<file path="config.mk">
export PLATFORM = sky130hd
export DESIGN_NAME = nmea_rmc_sentence_parser
export DESIGN_NICKNAME = d
export VERILOG_FILES = /design/src/hdl/nrmc_pkg.sv /design/src/hdl/nrmc_ram.sv /design/src/hdl/nrmc_queue.sv /design/src/hdl/nrmc_front.sv /design/src/hdl/nrmc_back.sv /design/src/hdl/nmea_rmc_sentence_parser.sv
export SDC_FILE = /design/constraint.sdc
export NUM_CORES = 2
export LEC_CHECK = 0
export ABC_CLOCK_PERIOD_IN_PS = 12300
export BUFFER_PORTS_ARGS = -buffer_cell sky130_fd_sc_hd__buf_2
export CORE_ASPECT_RATIO = 1.75
export CORE_MARGIN = 1.5
export CORE_UTILIZATION = 68
export CTS_CLUSTER_DIAMETER = 100
export DETAILED_ROUTE_END_ITERATION = 16
export HOLD_SLACK_MARGIN = 0.06
export PLACE_DENSITY = 0.88
export SLEW_MARGIN = 20
export SYNTH_ARGS = -nofsm -noshare
export SYNTH_HDL_FRONTEND = slang
export SYNTH_SLANG_ARGS = --single-unit
</file>
<file path="constraint.sdc">
create_clock -name i_clk -period 12.3 [get_ports i_clk]
set_input_delay 2.46 -clock i_clk [delete_from_list [all_inputs] [get_ports i_clk]]
set_output_delay 2.46 -clock i_clk [all_outputs]
set_load 0.05 [all_outputs]
</file>
<file path="src/hdl/nrmc_pkg.sv">
// Shared types, character codes and helper functions of the RMC sentence parser
package nrmc_pkg;

    // Characters the parser looks for
    localparam logic [7:0] CH_DOLLAR = 8'h24;
    localparam logic [7:0] CH_COMMA  = 8'h2C;
    localparam logic [7:0] CH_CR     = 8'h0D;
    localparam logic [7:0] CH_LF     = 8'h0A;
    localparam logic [7:0] CH_ZERO   = 8'h30;
    localparam logic [7:0] CH_G      = 8'h47;
    localparam logic [7:0] CH_P      = 8'h50;
    localparam logic [7:0] CH_R      = 8'h52;
    localparam logic [7:0] CH_M      = 8'h4D;
    localparam logic [7:0] CH_C      = 8'h43;

    // Fixed positions inside the line
    localparam int HEAD_LEN    = 6;
    localparam int TIME_POS    = 7;
    localparam int TIME_LAST   = 12;
    localparam int DATE_START  = 12;
    localparam int DATE_COMMAS = 8;
    localparam int STAT_COMMAS = 2;
    localparam int FIELD_BYTES = 6;
    localparam int MIN_LINE    = 8;
    localparam int CK_FROM_END = 4;
    localparam int SUM_TAIL    = 5;

    // Command queue between front and back (depth must stay a power of two)
    localparam int Q_DEPTH = 2;
    localparam int Q_PTR_W = $clog2(Q_DEPTH);
    localparam int Q_CNT_W = $clog2(Q_DEPTH + 1);

    // What the front tells the back about one accepted byte
    typedef enum logic [1:0] {
        CMD_QUIET,
        CMD_ERR,
        CMD_EOL
    } t_cmd;

    // Back-end sequencer states
    typedef enum logic [1:0] {
        BK_IDLE,
        BK_WALK,
        BK_LAST,
        BK_FINISH
    } t_back_state;

    // One result item
    typedef struct packed {
        logic       sentence_done;
        logic       sentence_ok;
        logic [7:0] hours;
        logic [7:0] minutes;
        logic [7:0] seconds;
        logic [7:0] day;
        logic [7:0] month;
        logic [7:0] year;
        logic [7:0] fix_status;
        logic       framing_error;
    } t_result;

    // Expected header character at positions 0 to 5
    function automatic logic [7:0] head_char(input logic [2:0] idx);
        logic [7:0] c;
        case (idx)
            3'd0:    c = CH_DOLLAR;
            3'd1:    c = CH_G;
            3'd2:    c = CH_P;
            3'd3:    c = CH_R;
            3'd4:    c = CH_M;
            3'd5:    c = CH_C;
            default: c = 8'h00;
        endcase
        return c;
    endfunction

    // Uppercase hex digit to value, wrapping on anything else
    function automatic logic [7:0] hex_val(input logic [7:0] b);
        logic [7:0] v;
        v = b - CH_ZERO;
        if (v > 8'd9) begin
            v = v - 8'd7;
        end
        return v;
    endfunction

    // Two decimal digit characters to a byte, modulo 256
    function automatic logic [7:0] digit_pair(input logic [7:0] hi, input logic [7:0] lo);
        logic [7:0] h;
        logic [7:0] l;
        h = hi - CH_ZERO;
        l = lo - CH_ZERO;
        return (h << 3) + (h << 1) + l;
    endfunction

endpackage

</file>
<file path="src/hdl/nrmc_ram.sv">
// Generic single-write, single-read RAM with registered read data
module nrmc_ram #(
    parameter int WIDTH = 8,
    parameter int DEPTH = 128
) (
    input  logic                     i_clk,
    input  logic                     i_wr_en,
    input  logic [$clog2(DEPTH)-1:0] i_wr_addr,
    input  logic [WIDTH-1:0]         i_wr_data,
    input  logic                     i_rd_en,
    input  logic [$clog2(DEPTH)-1:0] i_rd_addr,
    output logic [WIDTH-1:0]         o_rd_data
);

    logic [WIDTH-1:0] r_mem [DEPTH];
    logic [WIDTH-1:0] r_rd_data;

    // Write port
    always_ff @(posedge i_clk) begin
        if (i_wr_en) begin
            r_mem[i_wr_addr] <= i_wr_data;
        end
    end

    // Registered read port
    always_ff @(posedge i_clk) begin
        if (i_rd_en) begin
            r_rd_data <= r_mem[i_rd_addr];
        end
    end

    assign o_rd_data = r_rd_data;

endmodule

</file>
<file path="src/hdl/nrmc_queue.sv">
// Short command queue between the byte front end and the back end
module nrmc_queue import nrmc_pkg::*; (
    input  logic i_clk,
    input  logic i_rst_n,
    input  logic i_push,
    input  t_cmd i_cmd,
    input  logic i_pop,
    output t_cmd o_cmd,
    output logic o_full,
    output logic o_empty
);

    t_cmd               r_mem [Q_DEPTH];
    logic [Q_PTR_W-1:0] r_wp;
    logic [Q_PTR_W-1:0] r_rp;
    logic [Q_CNT_W-1:0] r_cnt;

    // Track pointers and fill level
    always_ff @(posedge i_clk) begin
        if (!i_rst_n) begin
            r_wp  <= '0;
            r_rp  <= '0;
            r_cnt <= '0;
        end else begin
            if (i_push) begin
                r_wp <= r_wp + 1'b1;
            end
            if (i_pop) begin
                r_rp <= r_rp + 1'b1;
            end
            if (i_push && !i_pop) begin
                r_cnt <= r_cnt + 1'b1;
            end else if (!i_push && i_pop) begin
                r_cnt <= r_cnt - 1'b1;
            end
        end
    end

    // Store entries
    always_ff @(posedge i_clk) begin
        if (i_push) begin
            r_mem[r_wp] <= i_cmd;
        end
    end

    assign o_cmd   = r_mem[r_rp];
    assign o_full  = (r_cnt == Q_CNT_W'(Q_DEPTH));
    assign o_empty = (r_cnt == '0);

endmodule

</file>
<file path="src/hdl/nrmc_front.sv">
// Byte front end: sentence framing, line store writes and command generation
module nrmc_front import nrmc_pkg::*; #(
    parameter int LINE_DEPTH = 128
) (
    input  logic                            i_clk,
    input  logic                            i_rst_n,
    input  logic                            i_valid,
    input  logic [7:0]                      i_rx_byte,
    output logic                            o_stall,
    input  logic                            i_q_full,
    output logic                            o_push,
    output t_cmd                            o_cmd,
    input  logic                            i_done,
    output logic [$clog2(LINE_DEPTH+1)-1:0] o_line_len,
    output logic                            o_wr_en,
    output logic [$clog2(LINE_DEPTH)-1:0]   o_wr_addr,
    output logic [7:0]                      o_wr_data
);

    localparam int AW = $clog2(LINE_DEPTH);
    localparam int CW = $clog2(LINE_DEPTH + 1);

    logic          r_collecting, n_collecting;
    logic [CW-1:0] r_fill, n_fill;
    logic [7:0]    r_prev, n_prev;
    logic          r_eol_pend, n_eol_pend;
    logic [CW-1:0] r_line_len, n_line_len;
    logic          accept;

    // Hold input while the queue is full or a line is being analyzed
    assign o_stall = i_q_full || r_eol_pend;
    assign accept  = i_valid && !o_stall;

    // Classify the byte and update framing state
    always_comb begin
        n_collecting = r_collecting;
        n_fill       = r_fill;
        n_prev       = r_prev;
        n_eol_pend   = r_eol_pend && !i_done;
        n_line_len   = r_line_len;
        o_push       = accept;
        o_cmd        = CMD_QUIET;
        o_wr_en      = 1'b0;
        o_wr_addr    = r_fill[AW-1:0];
        o_wr_data    = i_rx_byte;
        if (accept) begin
            if (!r_collecting) begin
                if (i_rx_byte == CH_DOLLAR) begin
                    o_wr_en      = 1'b1;
                    o_wr_addr    = '0;
                    n_fill       = CW'(1);
                    n_prev       = i_rx_byte;
                    n_collecting = 1'b1;
                end
            end else if (r_fill != CW'(LINE_DEPTH)) begin
                o_wr_en = 1'b1;
                n_fill  = r_fill + 1'b1;
                n_prev  = i_rx_byte;
                if (i_rx_byte == CH_DOLLAR) begin
                    o_cmd = CMD_ERR;
                end
                if (i_rx_byte == CH_LF && r_prev == CH_CR) begin
                    o_cmd        = CMD_EOL;
                    n_line_len   = r_fill + 1'b1;
                    n_eol_pend   = 1'b1;
                    n_fill       = '0;
                    n_collecting = 1'b0;
                end
            end else begin
                // Line store full: drop the byte and go back to hunting for '$'
                o_cmd        = CMD_ERR;
                n_fill       = '0;
                n_collecting = 1'b0;
            end
        end
    end

    // Control registers
    always_ff @(posedge i_clk) begin
        if (!i_rst_n) begin
            r_collecting <= 1'b0;
            r_fill       <= '0;
            r_eol_pend   <= 1'b0;
        end else begin
            r_collecting <= n_collecting;
            r_fill       <= n_fill;
            r_eol_pend   <= n_eol_pend;
        end
    end

    // Payload registers
    always_ff @(posedge i_clk) begin
        r_prev     <= n_prev;
        r_line_len <= n_line_len;
    end

    assign o_line_len = r_line_len;

endmodule

</file>
<file path="src/hdl/nrmc_back.sv">
// Back end: result output and end-of-line walk over the line store
module nrmc_back import nrmc_pkg::*; #(
    parameter int LINE_DEPTH = 128
) (
    input  logic                            i_clk,
    input  logic                            i_rst_n,
    input  logic                            i_q_empty,
    input  t_cmd                            i_q_cmd,
    output logic                            o_q_pop,
    input  logic [$clog2(LINE_DEPTH+1)-1:0] i_line_len,
    output logic                            o_done,
    output logic                            o_rd_en,
    output logic [$clog2(LINE_DEPTH)-1:0]   o_rd_addr,
    input  logic [7:0]                      i_rd_data,
    output logic                            o_valid,
    input  logic                            i_stall,
    output t_result                         o_result
);

    localparam int AW = $clog2(LINE_DEPTH);
    localparam int CW = $clog2(LINE_DEPTH + 1);

    t_back_state r_state, n_state;
    logic [AW-1:0] r_rd_addr;
    logic          r_dv;
    logic [AW-1:0] r_dpos;

    // Captured line contents
    logic       r_hdr_ok;
    logic [7:0] r_sum;
    logic [7:0] r_ck_hi;
    logic [7:0] r_ck_lo;
    logic [7:0] r_time [FIELD_BYTES];
    logic [7:0] r_date [FIELD_BYTES];
    logic [2:0] r_didx;
    logic [3:0] r_dcnt;
    logic [1:0] r_scnt;
    logic       r_sgot;
    logic [7:0] r_status;

    logic    r_out_valid;
    t_result r_out;

    logic          slot_free;
    logic          start;
    logic          load;
    logic [CW-1:0] pos;
    logic [CW:0]   pos_tail;
    logic [2:0]    t_idx;
    logic          last_addr;
    logic [7:0]    ck_hi_v;
    logic [7:0]    ck_lo_v;
    logic [7:0]    want;
    logic          line_ok;
    t_result       res_walk;
    t_result       res_byte;

    assign slot_free = !r_out_valid || !i_stall;
    assign last_addr = (CW'(r_rd_addr) == i_line_len - 1'b1);

    // Next state
    always_comb begin
        n_state = r_state;
        case (r_state)
            BK_IDLE: begin
                if (!i_q_empty && slot_free && i_q_cmd == CMD_EOL) begin
                    n_state = BK_WALK;
                end
            end
            BK_WALK: begin
                if (last_addr) begin
                    n_state = BK_LAST;
                end
            end
            BK_LAST: begin
                n_state = BK_FINISH;
            end
            BK_FINISH: begin
                if (slot_free) begin
                    n_state = BK_IDLE;
                end
            end
            default: begin
                n_state = BK_IDLE;
            end
        endcase
    end

    // Sequencer outputs
    always_comb begin
        o_q_pop = 1'b0;
        start   = 1'b0;
        load    = 1'b0;
        o_done  = 1'b0;
        o_rd_en = 1'b0;
        case (r_state)
            BK_IDLE: begin
                if (!i_q_empty && slot_free) begin
                    o_q_pop = 1'b1;
                    start   = (i_q_cmd == CMD_EOL);
                    load    = (i_q_cmd != CMD_EOL);
                end
            end
            BK_WALK: begin
                o_rd_en = 1'b1;
            end
            BK_LAST: begin
                o_rd_en = 1'b0;
            end
            BK_FINISH: begin
                load   = slot_free;
                o_done = slot_free;
            end
            default: begin
                o_q_pop = 1'b0;
            end
        endcase
    end

    assign o_rd_addr = r_rd_addr;

    // Sequencer control registers
    always_ff @(posedge i_clk) begin
        if (!i_rst_n) begin
            r_state   <= BK_IDLE;
            r_rd_addr <= '0;
            r_dv      <= 1'b0;
        end else begin
            r_state <= n_state;
            r_dv    <= o_rd_en;
            if (start) begin
                r_rd_addr <= '0;
            end else if (o_rd_en) begin
                r_rd_addr <= r_rd_addr + 1'b1;
            end
        end
    end

    // Position of the byte now on the read port
    always_ff @(posedge i_clk) begin
        r_dpos <= r_rd_addr;
    end

    assign pos      = CW'(r_dpos);
    assign pos_tail = (CW + 1)'(pos) + (CW + 1)'(SUM_TAIL);
    assign t_idx    = 3'(pos - CW'(TIME_POS));

    // Scan each stored byte: header, checksum, time, date and status captures
    always_ff @(posedge i_clk) begin
        if (start) begin
            r_hdr_ok <= 1'b1;
            r_sum    <= '0;
            r_ck_hi  <= '0;
            r_ck_lo  <= '0;
            r_didx   <= '0;
            r_dcnt   <= '0;
            r_scnt   <= '0;
            r_sgot   <= 1'b0;
            r_status <= '0;
            for (int k = 0; k < FIELD_BYTES; k++) begin
                r_time[k] <= '0;
                r_date[k] <= '0;
            end
        end else if (r_dv) begin
            if (pos < CW'(HEAD_LEN) && i_rd_data != head_char(3'(pos))) begin
                r_hdr_ok <= 1'b0;
            end
            if (pos != '0 && pos_tail < (CW + 1)'(i_line_len)) begin
                r_sum <= r_sum ^ i_rd_data;
            end
            if (pos == i_line_len - CW'(CK_FROM_END)) begin
                r_ck_hi <= i_rd_data;
            end
            if (pos == i_line_len - CW'(CK_FROM_END - 1)) begin
                r_ck_lo <= i_rd_data;
            end
            if (pos >= CW'(TIME_POS) && pos <= CW'(TIME_LAST)) begin
                r_time[t_idx] <= i_rd_data;
            end
            // Date: six bytes after the eighth comma counted from position 12
            if (r_dcnt == 4'(DATE_COMMAS)) begin
                if (r_didx < 3'(FIELD_BYTES)) begin
                    r_date[r_didx] <= i_rd_data;
                    r_didx         <= r_didx + 1'b1;
                end
            end else if (pos >= CW'(DATE_START) && i_rd_data == CH_COMMA) begin
                r_dcnt <= r_dcnt + 1'b1;
            end
            // Status: the byte after the second comma
            if (r_scnt == 2'(STAT_COMMAS)) begin
                if (!r_sgot) begin
                    r_status <= i_rd_data;
                    r_sgot   <= 1'b1;
                end
            end else if (i_rd_data == CH_COMMA) begin
                r_scnt <= r_scnt + 1'b1;
            end
        end
    end

    // Form the end-of-line result
    assign ck_hi_v = hex_val(r_ck_hi);
    assign ck_lo_v = hex_val(r_ck_lo);
    assign want    = {ck_hi_v[3:0], ck_lo_v[3:0]};
    assign line_ok = r_hdr_ok && (i_line_len >= CW'(MIN_LINE)) && (r_sum == want);

    always_comb begin
        res_walk               = '0;
        res_walk.sentence_done = 1'b1;
        if (line_ok) begin
            res_walk.sentence_ok = 1'b1;
            res_walk.hours       = digit_pair(r_time[0], r_time[1]);
            res_walk.minutes     = digit_pair(r_time[2], r_time[3]);
            res_walk.seconds     = digit_pair(r_time[4], r_time[5]);
            res_walk.day         = digit_pair(r_date[0], r_date[1]);
            res_walk.month       = digit_pair(r_date[2], r_date[3]);
            res_walk.year        = digit_pair(r_date[4], r_date[5]);
            res_walk.fix_status  = r_status;
        end
    end

    // Result of a byte that does not end a line
    always_comb begin
        res_byte               = '0;
        res_byte.framing_error = (i_q_cmd == CMD_ERR);
    end

    // Output register
    always_ff @(posedge i_clk) begin
        if (!i_rst_n) begin
            r_out_valid <= 1'b0;
        end else if (load) begin
            r_out_valid <= 1'b1;
        end else if (!i_stall) begin
            r_out_valid <= 1'b0;
        end
    end

    always_ff @(posedge i_clk) begin
        if (load) begin
            r_out <= (r_state == BK_FINISH) ? res_walk : res_byte;
        end
    end

    assign o_valid  = r_out_valid;
    assign o_result = r_out;

endmodule

</file>
<file path="src/hdl/nmea_rmc_sentence_parser.sv">
// NMEA RMC sentence parser: one result per received byte.
// A byte that does not end a line passes through the command queue and the output register to its result.
// A closing LF stalls input while the back end reads the line store
// one byte per cycle through its single read port, then forms the result.
// Throughput: one byte per cycle between lines while the result output is not stalled.
// Reset is synchronous, active low; the line store keeps its contents and is not cleared.
module nmea_rmc_sentence_parser import nrmc_pkg::*; #(
    parameter int LINE_DEPTH = 128
) (
    input  logic       i_clk,
    input  logic       i_rst_n,
    input  logic       i_valid,
    input  logic [7:0] i_rx_byte,
    output logic       o_stall,
    output logic       o_valid,
    input  logic       i_stall,
    output logic       o_sentence_done,
    output logic       o_sentence_ok,
    output logic [7:0] o_hours,
    output logic [7:0] o_minutes,
    output logic [7:0] o_seconds,
    output logic [7:0] o_day,
    output logic [7:0] o_month,
    output logic [7:0] o_year,
    output logic [7:0] o_fix_status,
    output logic       o_framing_error
);

    localparam int AW = $clog2(LINE_DEPTH);
    localparam int CW = $clog2(LINE_DEPTH + 1);

    logic          q_push;
    logic          q_pop;
    logic          q_full;
    logic          q_empty;
    t_cmd          q_in;
    t_cmd          q_out;
    logic          done;
    logic [CW-1:0] line_len;
    logic          wr_en;
    logic [AW-1:0] wr_addr;
    logic [7:0]    wr_data;
    logic          rd_en;
    logic [AW-1:0] rd_addr;
    logic [7:0]    rd_data;
    t_result       result;

    // Front end: framing and line store writes
    nrmc_front #(
        .LINE_DEPTH (LINE_DEPTH)
    ) u_front (
        .i_clk      (i_clk),
        .i_rst_n    (i_rst_n),
        .i_valid    (i_valid),
        .i_rx_byte  (i_rx_byte),
        .o_stall    (o_stall),
        .i_q_full   (q_full),
        .o_push     (q_push),
        .o_cmd      (q_in),
        .i_done     (done),
        .o_line_len (line_len),
        .o_wr_en    (wr_en),
        .o_wr_addr  (wr_addr),
        .o_wr_data  (wr_data)
    );

    // Command queue
    nrmc_queue u_queue (
        .i_clk   (i_clk),
        .i_rst_n (i_rst_n),
        .i_push  (q_push),
        .i_cmd   (q_in),
        .i_pop   (q_pop),
        .o_cmd   (q_out),
        .o_full  (q_full),
        .o_empty (q_empty)
    );

    // Line store
    nrmc_ram #(
        .WIDTH (8),
        .DEPTH (LINE_DEPTH)
    ) u_line_store (
        .i_clk     (i_clk),
        .i_wr_en   (wr_en),
        .i_wr_addr (wr_addr),
        .i_wr_data (wr_data),
        .i_rd_en   (rd_en),
        .i_rd_addr (rd_addr),
        .o_rd_data (rd_data)
    );

    // Back end: line analysis and output register
    nrmc_back #(
        .LINE_DEPTH (LINE_DEPTH)
    ) u_back (
        .i_clk      (i_clk),
        .i_rst_n    (i_rst_n),
        .i_q_empty  (q_empty),
        .i_q_cmd    (q_out),
        .o_q_pop    (q_pop),
        .i_line_len (line_len),
        .o_done     (done),
        .o_rd_en    (rd_en),
        .o_rd_addr  (rd_addr),
        .i_rd_data  (rd_data),
        .o_valid    (o_valid),
        .i_stall    (i_stall),
        .o_result   (result)
    );

    assign o_sentence_done = result.sentence_done;
    assign o_sentence_ok   = result.sentence_ok;
    assign o_hours         = result.hours;
    assign o_minutes       = result.minutes;
    assign o_seconds       = result.seconds;
    assign o_day           = result.day;
    assign o_month         = result.month;
    assign o_year          = result.year;
    assign o_fix_status    = result.fix_status;
    assign o_framing_error = result.framing_error;

endmodule

</file>
==> impl_metrics.csv <==
group,metric,value,unit
synthesis,synthTopCellsByArea,"edfxtp_1 67%, mux4_2 7.6%, mux2i_1 3.5%",
cts,postCtsSetupBuffers,0,
drt,first_pass_iters,8,
finish,multi_input_area,14700,sq um
synthesis,yosys_most_used_dff,"edfxtp_1",
die,start_util,68.4,%
synthesis,ys_ff_latch,1277,
cts,cts_hold_buf,0,
sta,tns,0,ps
finish,final_area,58300,sq um
cts,clk_pin_slew,70,ps
worst_setup_path,worstReg2RegStart,"u_back.o_rd_addr[0]",
die,placementRows,136,
synthesis,synth-async-reset-ratio,0,%
sta,slew_viol_final,0,
worst_setup_path,crit_chain,"buf_4, nor4_1, nand4_1, nor3b_2, nor2_1, nand2_1, nor2_1",
job,maxCapViolCount,0,
drt,totalWireLength,144000,microns
sta,max_freq,178,MHz
global_route,grt_util_all_layers,36.3,%
global_route,grt_max_degree,163,
global_route,grt_pass1_vias,32100,
synthesis,yosysWarnings,0,
pwr,power_leakage,18.9,nW
synthesis,syn_inst,3225,
pwr,p_int,7.44,mW
cts,cts_resized,0,
pwr,finalPower,10.3,mW
drt,via_per_inst,7.15,
sta,tightest_slew,1320,ps
finish,utilization,74.5,%
pwr,vdd_drop_max,0.149,mV
cts,cts_buffers,100,
synthesis,synth_edf_count,1201,
cts,cts_tree,"done",
drt,wire_per_inst,32.6,microns
synthesis,yosysTopAreaCell,"edfxtp_1",
pwr,power_frac_comb,17.8,%
worst_setup_path,crit_arrival,5980,ps
drt,route.detailed.drc,0,
sta,post-route-period-util,45.7,%
finish,fillCellCount,4010,
place,placed_area,54900,sq um
pwr,pwr-share-seq,49.8,%
die,ios,73,
worst_setup_path,path_class,"input pin to flip-flop",
drt,drtAntennaViolNets,0,
cts,htreeDepth,3,
synthesis,synthesis.nets,3379,
global_route,antenna_found_initial,10,
worst_setup_path,cpMostUsedCell,"nor2_1",
synthesis,ys_top_cells_by_count,"1201 x edfxtp_1, 281 x nor2_1, 187 x mux2i_1",
worst_setup_path,crit_path_end_kind,"flip-flop",
die,dieArea,80500,sq um
cts,clkSinkCount,1277,
sta,setup_violations,0,
sta,fin_crit,5630,ps
die,die_y,374,microns
worst_setup_path,start_kind,"input pin",
synthesis,syn_area_per_cell,16.6,sq um
pwr,swShare,27.8,%
sta,skew,36.2,ps
finish,nets,3447,
drt,via_count,31500,
place,dp_hpwl,88700,microns
place,gp_congestion,1.07,
worst_setup_path,worstPathRequired,12660,ps
synthesis,syn-cell-area,53600,sq um
worst_setup_path,cp_slowest_cell,"nor3b_2",
synthesis,synth_cell_type_count,79,
die,coreArea,78300,sq um
die,die_x,215,microns
hold_path,min_delay_path_depth,0,
worst_setup_path,r2r_cells,7,
pwr,p_clk_share,32.4,%
finish,layout-drive-gt1-share,15.2,%
place,portBuffers,72,
cts,clk_path_buf_depth,3,
worst_setup_path,crit_start,"i_rx_byte[4]",
sta,rsz0062_at_grt,"no",
sta,relSlewSlack,11.7,%
finish,seq_area,37600,sq um
synthesis,synth_top_area_share,67.3,%
sta,hold_viol,0,
worst_setup_path,cp_max_fo,54,
hold_path,hp-class,"flip-flop to flip-flop",
cts,root_buffer,"clkbuf_16",
worst_setup_path,crit_path_max_incr_delay,1020,ps
pwr,powerDensity,176,nW/um^2
finish,area_growth,8.89,%
run_status,status,"finished, final reports clean",
finish,fin_cells,4414,
cts,clkLatencyLatePin,720,ps
synthesis,yosysSeqAreaShare,70.2,%
drt,first_iter_violations,4575,
hold_path,hold_start,"u_back.o_rd_addr[6]",
place,dp.cells,4225,
global_route,globalRouteOverflowTotal,0,
global_route,grt_pass1_wl,209000,microns
synthesis,synth_most_common_cell,"edfxtp_1",
pwr,p_sw,2.86,mW
power by group through the flow:
stage	clock network, mW	logic [mW]	registers, mW
global placement	0	1.71	5.20
floorplan	0	1.12	5.40
detailed placement	0	1.79	5.22
global route	3.48	1.96	5.14
finish	3.33	1.84	5.12
CTS	3.33	1.81	5.12
layout make-up:
class / count / share of cell area, %
clock inverters: 75 / 1.24
well taps: 1035 / 2.22
repair buffers: 131 / 1.45
diodes: 1 / 0.00429
multi-input cells: 1631 / 25.1
flip-flops and latches: 1277 / 64.5
clock buffers: 112 / 4.49
inverters: 152 / 0.978
sequential cells by signal, summed over array words and instances, names as in the netlist, 3 cells and up, named ones only:
name                    cells
u_back.o_rd_addr            7
u_back.o_result            59
u_back.r_ck_hi              8
u_back.r_ck_lo              8
u_back.r_date              45
u_back.r_dcnt               4
u_back.r_didx               3
u_back.r_dpos               7
u_back.r_status             8
u_back.r_sum                8
u_back.r_time              45
u_front.o_line_len          8
u_front.r_fill              8
u_front.r_prev              8
u_line_store.o_rd_data      8
u_line_store.r_mem       1024
u_queue.r_mem               4
metal layers:
| metal | vias up | share of wire (%) | GRT usage [%] |
|---|---|---|---|
| met3 | 813 | 11 | 9.07 |
| met1 | 15300 | 29 | 39.7 |
| met2 | 2791 | 50 | 60.4 |
| li1 | 12600 | - | - |
| met4 | 14 | 9.9 | 28.7 |
| met5 | - | 0.053 | 0 |
logic make-up after synthesis:
family                     after synthesis  synth area share [%]
muxes                                  385                  11.5
xor gates and xnor gates               111                  1.81
and+or+nand+nor                        658                  5.76
buffers and inverters                  317                  2.60
DFF                                   1277                  70.2
AOI/OAI and AO/OA                      335                  4.46
adders and majority gates              142                  3.74
stage by stage:
step                setup slack, ps  hold slack, ps
global placement               6350             389
finish                         6670             416
floorplan                      6460             329
detailed placement             6300             392
CTS                            6940             411
global route                   6460             421
worst max-delay path: cells and delay by family:
| kind | cells | cell delay [ps] |
|---|---|---|
| buf+inv | 1 | 310 |
| simple gates | 6 | 3160 |
cells in the final DEF, fill, tap and decap left out, types with 72 or more instances in the layout:
| cell | count |
|---|---|
| edfxtp_1 | 1201 |
| clkbuf_16 | 103 |
| nand2_1 | 113 |
| dfxtp_1 | 72 |
| mux4_2 | 181 |
| nor2_1 | 278 |
| mux2i_1 | 187 |
| ha_1 | 112 |
| inv_1 | 152 |
| xnor2_1 | 83 |
path summary, 6_finish.rpt:
check                                                 end  slack, ps
worst min-delay path                     u_back.r_dpos[6]        420
worst max-delay path            u_line_store.r_mem[24][3]       6670
worst max register to register  u_line_store.o_rd_data[7]       7580
worst min register to register           u_back.r_dpos[6]        420
Note: power is estimated with default switching activity, not from simulation.
